--- src/rtl/core/uv_sphere_vertex_index_gen_assert.svh ---
// assertion macros for the uv sphere vertex generator
`ifndef UV_SPHERE_VERTEX_INDEX_GEN_ASSERT_SVH
`define UV_SPHERE_VERTEX_INDEX_GEN_ASSERT_SVH

// same-cycle implication
`define USV_ASSERT_SAME(lbl, clk, rst_n, ante, cons) \
  lbl: assert property (@(posedge clk) disable iff (!rst_n) (ante) |-> (cons)) \
    else $error("usv assertion failed");

// next-cycle implication
`define USV_ASSERT_NEXT(lbl, clk, rst_n, ante, cons) \
  lbl: assert property (@(posedge clk) disable iff (!rst_n) (ante) |=> (cons)) \
    else $error("usv assertion failed");

`endif

--- src/rtl/core/usv_pkg.sv ---
// shared constants, types and tables of the uv sphere vertex generator
package usv_pkg;

  localparam int MaxSegmentsDef = 256;
  localparam int FracBitsDef    = 15;
  localparam int PhaseBits      = 24;
  localparam int CordicSteps    = 20;
  localparam int TrigFrac       = 30;
  localparam int DivNumW        = 33;
  localparam int DivDenW        = 10;
  localparam logic signed [31:0] CordicGainInv = 32'sd652032874;

  typedef enum logic {
    REG_LAT_SEGMENTS = 1'b0,
    REG_LON_SEGMENTS = 1'b1
  } reg_idx_e;

  typedef struct packed {
    logic [7:0] row;
    logic [8:0] col;
  } side_t;

  // arctangent of 2^-i in phase units of 2^24 per turn
  function automatic logic signed [24:0] atan_phase(input int unsigned i);
    logic signed [24:0] r;
    r = 25'sd0;
    unique case (i)
      0:  r = 25'sd2097152;
      1:  r = 25'sd1238021;
      2:  r = 25'sd654136;
      3:  r = 25'sd332050;
      4:  r = 25'sd166669;
      5:  r = 25'sd83416;
      6:  r = 25'sd41718;
      7:  r = 25'sd20860;
      8:  r = 25'sd10430;
      9:  r = 25'sd5215;
      10: r = 25'sd2608;
      11: r = 25'sd1304;
      12: r = 25'sd652;
      13: r = 25'sd326;
      14: r = 25'sd163;
      15: r = 25'sd81;
      16: r = 25'sd41;
      17: r = 25'sd20;
      18: r = 25'sd10;
      19: r = 25'sd5;
      default: r = 25'sd0;
    endcase
    return r;
  endfunction

endpackage

--- src/rtl/core/usv_div.sv ---
// pipelined restoring divider, one quotient bit per stage
module usv_div #(
  parameter int NumW = usv_pkg::DivNumW,
  parameter int DenW = usv_pkg::DivDenW
) (
  input  logic            clk_i,
  input  logic            en_i,
  input  logic [NumW-1:0] num_i,
  input  logic [DenW-1:0] den_i,
  output logic [NumW-1:0] quo_o
);

  logic [DenW-1:0] rem_q [NumW];
  logic [NumW-1:0] quo_q [NumW];
  logic [NumW-1:0] num_q [NumW];
  logic [DenW-1:0] den_q [NumW];

  for (genvar k = 0; k < NumW; k++) begin : g_stage
    logic [DenW-1:0] rem_in;
    logic [NumW-1:0] quo_in;
    logic [NumW-1:0] num_in;
    logic [DenW-1:0] den_in;
    logic [DenW:0]   trial;
    logic            fits;

    if (k == 0) begin : g_first
      assign rem_in = '0;
      assign quo_in = '0;
      assign num_in = num_i;
      assign den_in = den_i;
    end else begin : g_next
      assign rem_in = rem_q[k-1];
      assign quo_in = quo_q[k-1];
      assign num_in = num_q[k-1];
      assign den_in = den_q[k-1];
    end

    // shift in next dividend bit and try a subtract
    assign trial = {rem_in, num_in[NumW-1]};
    assign fits  = trial >= {1'b0, den_in};

    always_ff @(posedge clk_i) begin
      if (en_i) begin
        rem_q[k] <= fits ? DenW'(trial - {1'b0, den_in}) : DenW'(trial);
        quo_q[k] <= {quo_in[NumW-2:0], fits};
        num_q[k] <= {num_in[NumW-2:0], 1'b0};
        den_q[k] <= den_in;
      end
    end
  end

  assign quo_o = quo_q[NumW-1];

endmodule

--- config.mk ---
export PLATFORM = sky130hd
export DESIGN_NAME = usv_div
export DESIGN_NICKNAME = d
export VERILOG_FILES = /design/src/rtl/core/uv_sphere_vertex_index_gen_assert.svh /design/src/rtl/core/usv_pkg.sv /design/src/rtl/core/usv_div.sv
export SDC_FILE = /design/constraint.sdc
export NUM_CORES = 2
export LEC_CHECK = 0
export ABC_AREA = 1
export BUFFER_PORTS_ARGS = -buffer_cell sky130_fd_sc_hd__buf_2
export CAP_MARGIN = 10
export CORE_MARGIN = 2
export CORE_UTILIZATION = 39
export CTS_BUF_LIST = sky130_fd_sc_hd__clkbuf_4
export DETAILED_ROUTE_END_ITERATION = 12
export PLACE_DENSITY = 0.56
export SLEW_MARGIN = 20
export SYNTH_ARGS = -nofsm -noshare
export SYNTH_HDL_FRONTEND = slang
export SYNTH_SLANG_ARGS = --single-unit
export TNS_END_PERCENT = 1
--- constraint.sdc ---
create_clock -name clk_i -period 3.08 [get_ports clk_i]
set_input_delay 0.308 -clock clk_i [delete_from_list [all_inputs] [get_ports clk_i]]
set_output_delay 0.308 -clock clk_i [all_outputs]
set_load 0.02 [all_outputs]
==> results.py <==
metrics = {
    "grt": {
        "grt_util_met3_pct": 3.102,
        "grtUsageTotal_pct": 14.19,
        "grt_pass1_wl_mm": 222.0,
        "use_met1_pct": 18.30,
        "met2_usage_pct": 23.14,
        "grt_pass1_vias": 43526,
        "antenna_found_initial": 3,
        "grt_overflow": 0,
        "busiest_layer": "met2",
        "grt_max_degree": 109,
    },
    "finish": {
        "drive_gt1_share_pct": 13.64,
        "stdcell_area_um2": 84310,
        "syn2layout_area_growth_pct": 13.78,
        "num-fill-cells": 17513,
        "layout_common_cells": "nand2_1 (1799), edfxtp_1 (1729), inv_1 (881), clkbuf_4 (662), nand3_1 (462)",
        "final_nets": 7138,
        "finalNonFillerCells": 9543,
        "layout_commonest_cell": "nand2_1",
    },
    "setup_path": {
        "reg2reg_slack_ns": 0.64,
        "cp_slowest_cell": "edfxtp_1",
        "end_kind": "register",
        "critPathLaunch": "rem_q[0][294]",
        "start_kind": "register",
        "critPathKind": "reg2reg",
        "critical_path.top_delay_family": "simple AND/OR/NAND/NOR gates",
        "critPathMaxStageDelay_ns": 0.44,
        "path_buf_inv": 1,
        "r2r_end": "rem_q[0][306]",
        "crit_fanout": 13,
        "r2r_start": "rem_q[0][294]",
        "cp.arrival_ns": 3.44,
        "required_ns": 4.08,
        "crit_chain": "ha_1, nand2_1, nor2_1, nand2_1, nand2_1, nand2_1, nand2_1, inv_2, nand2_1, nand2_1",
        "crit_path_frequent_cell": "nand2_1",
        "rr_worst_depth": 10,
    },
    "logic_synthesis": {
        "synth-seq-cells": 1729,
        "syn_nets": 6499,
        "ys_types": 33,
        "yosysWarnings": 0,
        "synth_area_um2": 74100,
        "synth_area_per_cell_um2": 12.15,
        "yosysSeqAreaShare_pct": 70.07,
        "synthCells": 6101,
    },
    "detailed_routing": {
        "drcViolationCount": 0,
        "wl_per_cell_um": 14.34,
        "dr.pass1.iters": 5,
        "wl_mm": 136.8,
        "vias": 43251,
        "drt_iter0_drc": 2185,
        "viasPerCell": 4.532,
        "detail-route-antenna-nets": 0,
    },
    "clock_network": {
        "cts.sinks": 1729,
        "cts-root-buf": "clkbuf_4",
        "clkTransAtPathRegs_ns": 0.07,
        "h-tree-depth": 5,
        "clock_path_buffers": 4,
        "numCtsBuffers": 467,
        "clk_latency_ns": 1.36,
        "cts_tree": "built",
        "hold_buffers": 89,
        "cts_setup_buffers": 0,
        "cts_repair_resize_count": 0,
    },
    "timing": {
        "fin_crit_sh_pct": 79.31,
        "clock_skew_ns": 0.1378,
        "max_freq_mhz": 409.4,
        "hold_ws_ns": 0.2112,
        "finalSetupViolCount": 0,
        "worstMarginPinSlew_ns": 0.7384,
        "relSlewSlack_pct": 50.32,
        "finalHoldViolCount": 0,
        "fin_setup_tns_ns": 0,
        "final-max-slew-violation-count": 0,
        "min_period_ns": 2.443,
        "rsz0062_at_grt": "no",
    },
    "power_and_ir_drop": {
        "power.density_nw_per_um2": 864.8,
        "p_clk_share_pct": 26.1,
        "switching_share_pct": 33.67,
        "pwr-share-comb_pct": 28.9,
        "internal-power_uw": 48360,
        "ir_drop_v": 0.0003460,
        "p_switching_uw": 24550,
        "leakagePower_uw": 0.03627,
        "p_seq_share_pct": 44.9,
    },
    "placed_design": {
        "io_buffer_count": 77,
        "gpl.final_weighted_congestion": 0.8532,
        "dp_cells": 8677,
        "dpl.hpwl_mm": 91.80,
        "dpl_cell_area_um2": 77880,
    },
    "floorplanning": {
        "ioPinCount": 78,
        "chipHeight_um": 439.9,
        "die-area_um2": 193500,
        "rows": 159,
        "dieWidth_um": 439.9,
        "core_area_um2": 188200,
        "start_util_pct": 39.37,
    },
    "job": {
        "max-cap-violations": 0,
    },
    "outcome": {
        "status": "complete, no violations",
    },
    "hold_path": {
        "min_from": "num_i[13]",
        "hp-class": "in2reg",
        "holdPathStages": 3,
        "min_to": "num_q[0][13]",
    },
}
## worst max path at each step
stage / end / cells past startpoint / slack (ns)
after floorplan: rem_q[0][219] / 11 / 1.24
after global placement: rem_q[0][248] / 11 / 0.70
after detailed placement: rem_q[0][306] / 10 / 0.66
after CTS: rem_q[0][306] / 10 / 0.60
after global routing: rem_q[0][306] / 10 / 0.42
final: rem_q[0][306] / 10 / 0.64
## synth_stat cells (all sizes together)
master | number | area share (%)
fa | 31 | 0.84
edfxtp | 1729 | 70
nor2 | 277 | 1.4
o21ai | 34 | 0.23
clkbuf | 1 | 0.0051
ha | 322 | 5.4
o2111ai | 1 | 0.012
nand3b | 20 | 0.20
nand2 | 1850 | 9.6
nand3 | 487 | 3.5
nand4 | 40 | 0.34
xor2 | 93 | 1.1
and2 | 22 | 0.20
nor3 | 10 | 0.068
o21bai | 23 | 0.23
inv | 907 | 4.6
or2 | 37 | 0.31
buf | 46 | 0.61
a21oi | 162 | 1.1
a21o | 8 | 0.081
nor4 | 1 | 0.0084
## power groups by stage
stage | Combinational, µW | Clock, µW | Sequential [µW]
CTS | 21300 | 20100 | 32900
finish | 21100 | 19000 | 32800
global route | 24500 | 21200 | 33100
detailed placement | 21100 | 0 | 33300
floorplan | 16600 | 0 | 32300
global placement | 21000 | 0 | 33300
## per-stage QoR
step / utilization (%) / setup WS [ns] / power, µW
final: 44.80 / 0.6374 / 72910
after floorplan: - / 1.240 / 48910
after detailed placement: 41.38 / 0.6564 / 54380
after global placement: 41.38 / 0.6967 / 54300
after CTS: 44.79 / 0.5961 / 74240
after global routing: 44.80 / 0.4154 / 78850
## kinds of logic (layout without fill, tap and decap cells)
group | count (synthesis) | in the layout | synth area share [%]
other cells | 0 | 9 | 0
flops | 1729 | 1729 | 70.07
buf+inv | 954 | 1892 | 5.214
fa+ha+maj | 353 | 353 | 6.275
xor+xnor | 93 | 93 | 1.099
compound gates | 228 | 228 | 1.670
simple gates | 2744 | 2744 | 15.67
## sequential cells by signal (all words and copies together), names as in the netlist
register and cells:
rem_q 320, quo_q 561, den_q 320, num_q 528
## worst min-delay path, delay by kind of cell
family / cells / cell delay [ns]
buffers and inverters: 3 / 1.14
## routing by layer
metal | part of all wire, % | vias to the layer above
met5 | 0 | -
met2 | 47 | 763
met1 | 46 | 20066
met4 | 2.8 | 0
met3 | 4.0 | 326
li1 | - | 22096
## cell type report
class	instances	area (µm²)	share of cell area (%)
Antenna cell	9	22.52	0.02671
Clock buffer	662	4970	5.895
Clock inverter	106	525.5	0.6233
Inverter	907	3405	4.038
Multi-Input combinational cell	3418	18310	21.72
Sequential cell	1729	51920	61.58
Tap cell	2495	3122	3.703
Timing Repair Buffer	217	2029	2.407
Note: power is estimated with default switching activity, not from simulation.
