[config.mk]
export PLATFORM = sky130hd
export DESIGN_NAME = usv_cordic
export DESIGN_NICKNAME = d
export VERILOG_FILES = /design/src/rtl/core/uv_sphere_vertex_index_gen_assert.svh /design/src/rtl/core/usv_pkg.sv /design/src/rtl/core/usv_cordic.sv
export SDC_FILE = /design/constraint.sdc
export NUM_CORES = 2
export LEC_CHECK = 0
export BUFFER_PORTS_ARGS = -buffer_cell sky130_fd_sc_hd__buf_2
export CAP_MARGIN = 20
export CORE_MARGIN = 10
export CORE_UTILIZATION = 33
export DETAILED_ROUTE_END_ITERATION = 10
export GPL_ROUTABILITY_DRIVEN = 0
export HOLD_SLACK_MARGIN = 0.08
export PLACE_DENSITY = 0.49
export SLEW_MARGIN = 20
export SYNTH_ARGS = -nofsm -noshare
export SYNTH_HDL_FRONTEND = slang
export SYNTH_SLANG_ARGS = --single-unit
[constraint.sdc]
create_clock -name clk_i -period 5.22 [get_ports clk_i]
set_clock_uncertainty 0.2 [all_clocks]
set_input_delay 0.261 -clock clk_i [delete_from_list [all_inputs] [get_ports clk_i]]
set_output_delay 0.261 -clock clk_i [all_outputs]
set_load 0.005 [all_outputs]
[src/rtl/core/uv_sphere_vertex_index_gen_assert.svh]
// assertion macros for the uv sphere vertex generator
`ifndef UV_SPHERE_VERTEX_INDEX_GEN_ASSERT_SVH
`define UV_SPHERE_VERTEX_INDEX_GEN_ASSERT_SVH

// same-cycle implication
`define USV_ASSERT_SAME(lbl, clk, rst_n, ante, cons) \
  lbl: assert property (@(posedge clk) disable iff (!rst_n) (ante) |-> (cons)) \
    else $error("usv assertion failed");

// next-cycle implication
`define USV_ASSERT_NEXT(lbl, clk, rst_n, ante, cons) \
  lbl: assert property (@(posedge clk) disable iff (!rst_n) (ante) |=> (cons)) \
    else $error("usv assertion failed");

`endif

[src/rtl/core/usv_pkg.sv]
// shared constants, types and tables of the uv sphere vertex generator
package usv_pkg;

  localparam int MaxSegmentsDef = 256;
  localparam int FracBitsDef    = 15;
  localparam int PhaseBits      = 24;
  localparam int CordicSteps    = 20;
  localparam int TrigFrac       = 30;
  localparam int DivNumW        = 33;
  localparam int DivDenW        = 10;
  localparam logic signed [31:0] CordicGainInv = 32'sd652032874;

  typedef enum logic {
    REG_LAT_SEGMENTS = 1'b0,
    REG_LON_SEGMENTS = 1'b1
  } reg_idx_e;

  typedef struct packed {
    logic [7:0] row;
    logic [8:0] col;
  } side_t;

  // arctangent of 2^-i in phase units of 2^24 per turn
  function automatic logic signed [24:0] atan_phase(input int unsigned i);
    logic signed [24:0] r;
    r = 25'sd0;
    unique case (i)
      0:  r = 25'sd2097152;
      1:  r = 25'sd1238021;
      2:  r = 25'sd654136;
      3:  r = 25'sd332050;
      4:  r = 25'sd166669;
      5:  r = 25'sd83416;
      6:  r = 25'sd41718;
      7:  r = 25'sd20860;
      8:  r = 25'sd10430;
      9:  r = 25'sd5215;
      10: r = 25'sd2608;
      11: r = 25'sd1304;
      12: r = 25'sd652;
      13: r = 25'sd326;
      14: r = 25'sd163;
      15: r = 25'sd81;
      16: r = 25'sd41;
      17: r = 25'sd20;
      18: r = 25'sd10;
      19: r = 25'sd5;
      default: r = 25'sd0;
    endcase
    return r;
  endfunction

endpackage

[src/rtl/core/usv_cordic.sv]
// pipelined rotation cordic, phase in, sine and cosine at 30 fraction bits
module usv_cordic (
  input  logic                                clk_i,
  input  logic                                en_i,
  input  logic [usv_pkg::PhaseBits-1:0]       phase_i,
  output logic signed [31:0]                  sin_o,
  output logic signed [31:0]                  cos_o
);

  localparam int N = usv_pkg::CordicSteps;

  logic signed [31:0] x_q [N+1];
  logic signed [31:0] y_q [N+1];
  logic signed [24:0] z_q [N+1];
  logic [1:0]         quad_q [N+1];
  logic signed [31:0] sin_q, cos_q;

  // split off quadrant, start vector
  always_ff @(posedge clk_i) begin
    if (en_i) begin
      x_q[0]    <= usv_pkg::CordicGainInv;
      y_q[0]    <= 32'sd0;
      z_q[0]    <= $signed({3'b000, phase_i[usv_pkg::PhaseBits-3:0]});
      quad_q[0] <= phase_i[usv_pkg::PhaseBits-1:usv_pkg::PhaseBits-2];
    end
  end

  // one micro-rotation per stage
  for (genvar i = 0; i < N; i++) begin : g_rot
    logic signed [31:0] xs, ys;
    assign xs = x_q[i] >>> i;
    assign ys = y_q[i] >>> i;
    always_ff @(posedge clk_i) begin
      if (en_i) begin
        if (z_q[i] >= 0) begin
          x_q[i+1] <= x_q[i] - ys;
          y_q[i+1] <= y_q[i] + xs;
          z_q[i+1] <= z_q[i] - usv_pkg::atan_phase(i);
        end else begin
          x_q[i+1] <= x_q[i] + ys;
          y_q[i+1] <= y_q[i] - xs;
          z_q[i+1] <= z_q[i] + usv_pkg::atan_phase(i);
        end
        quad_q[i+1] <= quad_q[i];
      end
    end
  end

  // quadrant symmetry
  always_ff @(posedge clk_i) begin
    if (en_i) begin
      unique case (quad_q[N])
        2'd0: begin cos_q <= x_q[N];  sin_q <= y_q[N];  end
        2'd1: begin cos_q <= -y_q[N]; sin_q <= x_q[N];  end
        2'd2: begin cos_q <= -x_q[N]; sin_q <= -y_q[N]; end
        default: begin cos_q <= y_q[N]; sin_q <= -x_q[N]; end
      endcase
    end
  end

  assign sin_o = sin_q;
  assign cos_o = cos_q;

endmodule

==> flow_metrics.tcl <==
set metrics [dict create \
    status "finished clean" \
    die_x_um 669 \
    setup_viol_count_final 0 \
    tightest_slew_ps 1020 \
    dr.pass1.iters 6 \
    ant_nets 0 \
    max_slew_margin 0.322 \
    routed_wl_mm 372 \
    synth_area_um2 139000 \
    arrival_ps 5480 \
    finalCriticalPeriod_ps 5030 \
    dp_worst_setup_slack_ps 2.49 \
    die_h_um 669 \
    ys_seq_area_frac 0.373 \
    ctsLongestPathBuffers 4 \
    grt_max_degree 165 \
    grt_pass1_wl_mm 584 \
    cp_max_fo 3 \
    async_flop_share 0 \
    hold_viol_final 0 \
    grt_antenna_before_repair 4 \
    clock_latency_ps 930 \
    drv_cap 0 \
    drive_above_1_share 0.0789 \
    wl_per_cell_um 18.1 \
    die-area_um2 447000 \
    r2r-start "x_q[0][139]$_DFFE_PP_" \
    avgSynthCellArea_um2 9.77 \
    start_util 0.331 \
    drv_slew 0 \
    syn_inst 14202 \
    crit_path_start "x_q[0][139]$_DFFE_PP_" \
    viasPerCell 5.16 \
    clock-root-buffer "clkbuf_16" \
    min_period_over_period 0.963 \
    grt_usage 0.161 \
    core-area_um2 420000 \
    grt_pass1_vias 103055 \
    ys_warn_count 0 \
    clock-sinks 1726 \
    drt-initial-drc-count 6446 \
    fmax_mhz 199 \
    cts_tree "done" \
    crit_path_end "y_q[1][63]$_DFFE_PP_" \
    clkTransAtPathRegs_ps 60 \
    synth-edff-count 1726 \
    port_buffers 89 \
    final_nets 16446 \
    crit_path_end_kind "flip-flop" \
    hpwl_mm 295 \
    fin_ws_ps 192 \
    rows 238 \
    hp-class "flip-flop to flip-flop" \
    required_ps 5670 \
    syn_nets 15831 \
    cts_max_level 4 \
    synth_seq_cells 1726 \
    worst-setup-path-type "flip-flop to flip-flop" \
    synth_cell_types 90 \
    r2r_cells 17 \
    area_growth_pct 13.3 \
    cts_buffers 215 \
    drc_errors 0 \
    r2r_setup_slack_ps 190 \
    boundaryPins 90 \
    vias 105865 \
    regToRegEndpoint "y_q[1][63]$_DFFE_PP_" \
    grt_overflow_total 0 \
    critPathLaunchType "flip-flop" \
    synth_ff_type "edfxtp_1" \
]
## cells in the mapped netlist, types with 19 or more instances
| library cell | number | area (µm²) |
|---|---|---|
| a221o_1 | 19 | 190 |
| a21oi_1 | 1495 | 7480 |
| a41oi_1 | 30 | 263 |
| a221oi_1 | 20 | 175 |
| nor2b_1 | 216 | 1350 |
| mux2_2 | 56 | 631 |
| a31oi_1 | 152 | 951 |
| clkbuf_1 | 204 | 766 |
| nand3b_1 | 24 | 180 |
| nor3_1 | 350 | 1750 |
| a21boi_0 | 55 | 413 |
| or2_2 | 53 | 332 |
| ha_1 | 1553 | 19400 |
| nand2b_1 | 242 | 1510 |
| nand3_1 | 214 | 1070 |
| nor2_1 | 1082 | 4060 |
| o21a_1 | 196 | 1470 |
| fa_1 | 50 | 1000 |
| o211ai_1 | 42 | 315 |
| nand2_1 | 854 | 3210 |
| xnor2_1 | 1351 | 11800 |
| o31a_1 | 27 | 236 |
| nand4_1 | 103 | 644 |
| a21o_1 | 641 | 4810 |
| edfxtp_1 | 1726 | 51800 |
| o21ai_0 | 795 | 3980 |
| or3_1 | 108 | 676 |
| a211oi_1 | 113 | 848 |
| a311oi_1 | 20 | 175 |
| o41ai_1 | 53 | 464 |
| nor4_1 | 83 | 519 |
| a31o_2 | 34 | 298 |
| or4_1 | 37 | 278 |
| xor2_1 | 706 | 6180 |
| o31ai_1 | 155 | 1160 |
| buf_1 | 47 | 176 |
| and4_1 | 23 | 201 |
| inv_1 | 532 | 2000 |
| a211o_1 | 39 | 342 |
| a2111oi_0 | 29 | 254 |
| and2_1 | 66 | 413 |
| mux2i_1 | 67 | 671 |
| nor3b_1 | 32 | 240 |
| and3_1 | 109 | 682 |
| o21bai_1 | 171 | 1280 |
## worst max-delay path, cell delays in order, from the launching register on
cell,delay (ps)
edfxtp_1,380
or3_1,430
or4_1,540
or4_4,460
nor3_4,180
nor2_1,80
xnor2_1,130
ha_1,290
and3_1,200
and2_1,180
a31oi_1,170
o21ai_2,100
a21o_1,170
o31a_1,290
a211o_1,290
a21o_1,210
a221o_1,310
xnor2_1,130
## layer usage
metal,track usage,wire length [µm],vias to the layer above
met5,0,11,-
met1,0.216,172000,49742
met2,0.272,173000,1737
li1,-,-,53946
met3,0.0198,15700,438
met4,0.0444,10700,2
## area by class of cell
type | instances | area, µm²
multi-input cells | 11677 | 84300
repair buffers | 658 | 5120
clock buffers | 248 | 5550
diodes | 2 | 5.00
fillers | 41969 | 262000
inverters | 539 | 2020
well taps | 5520 | 6910
clock inverters | 147 | 1480
flip-flops and latches | 1726 | 51800
## per-stage QoR
stage	cells	TNS, ps	cell area (µm²)	hold WS (ps)	util
after floorplan	14202	0	139000	160	-
after global placement	20049	-68.2	149000	201	0.356
after detailed placement	20049	0	149000	205	0.356
after CTS	20493	0	157000	184	0.373
after global routing	20516	-89.7	157000	205	0.375
final	20517	0	157000	192	0.375
## cell families (layout without fill, tap and decap cells)
group	count (synthesis)	count (layout)	share of synthesized area
mux	125	125	0.00970
buf+inv	799	1592	0.0217
simple gates	3654	3654	0.127
fa+ha+maj	1603	1603	0.147
other cells	0	2	0
xor+xnor	2057	2057	0.130
flops	1726	1726	0.373
compound gates	4238	4238	0.191
## registers in the layout, indices dropped and copies added, names as in the netlist
| signal | flops |
|---|---|
| quad_q | 42 |
| cos_o | 32 |
| y_q | 577 |
| z_q | 468 |
| x_q | 575 |
| sin_o | 32 |
## layout by cell type (no fill, tap or decap), types with 50 or more instances in the layout
cell       synthesis  final
a21oi_1         1495   1489
mux2_2            56     56
nor3_1           350    340
a21boi_0          55     55
buf_2              8     88
xor2_1           706    706
inv_1            532    529
clkinv_1           6     56
ha_1            1553   1553
a211oi_1         113    113
nand2b_1         242    242
mux2i_1           67     67
o21bai_1         171    171
fa_1              50     50
edfxtp_1        1726   1726
nand3_1          214    214
or3_1            108    107
or2_2             53     53
nor2b_1          216    215
nand2_1          854    844
and3_1           109    109
and2_1            66     66
a21o_1           641    641
a31oi_1          152    150
o21ai_0          795    780
o31ai_1          155    153
nor2_1          1082   1078
o21a_1           196    196
nand4_1          103    103
xnor2_1         1351   1351
nor4_1            83     71
buf_4              0    499
clkbuf_16          0    217
## timing repair
item | in CTS | in global routing
pin swaps | 0 | 14
hold endpoints to repair | 394 | 0
hold buffers | 49 | 0
setup buffers | 0 | 22
endpoints found under the setup margin | 1 | 72
resized for setup | 1 | 83
## how the worst min path moves through the flow
stage                                        from                endpoint  slack (ps)  cells past startpoint
after floorplan                       phase_i[22]  quad_q[0][0]$_DFFE_PP_         160                      0
after detailed placement   quad_q[0][1]$_DFFE_PP_  quad_q[0][3]$_DFFE_PP_         200                      0
after global routing      quad_q[1][14]$_DFFE_PP_  quad_q[2][0]$_DFFE_PP_         210                      0
after CTS                  quad_q[2][3]$_DFFE_PP_  quad_q[2][5]$_DFFE_PP_         180                      0
final                      quad_q[2][3]$_DFFE_PP_  quad_q[2][5]$_DFFE_PP_         190                      0
after global placement     quad_q[1][4]$_DFFE_PP_  quad_q[1][6]$_DFFE_PP_         200                      0
Power is left out: the tool's default activity adds up to more than one toggle a clock period on the data nets, which glitch-free logic cannot reach.
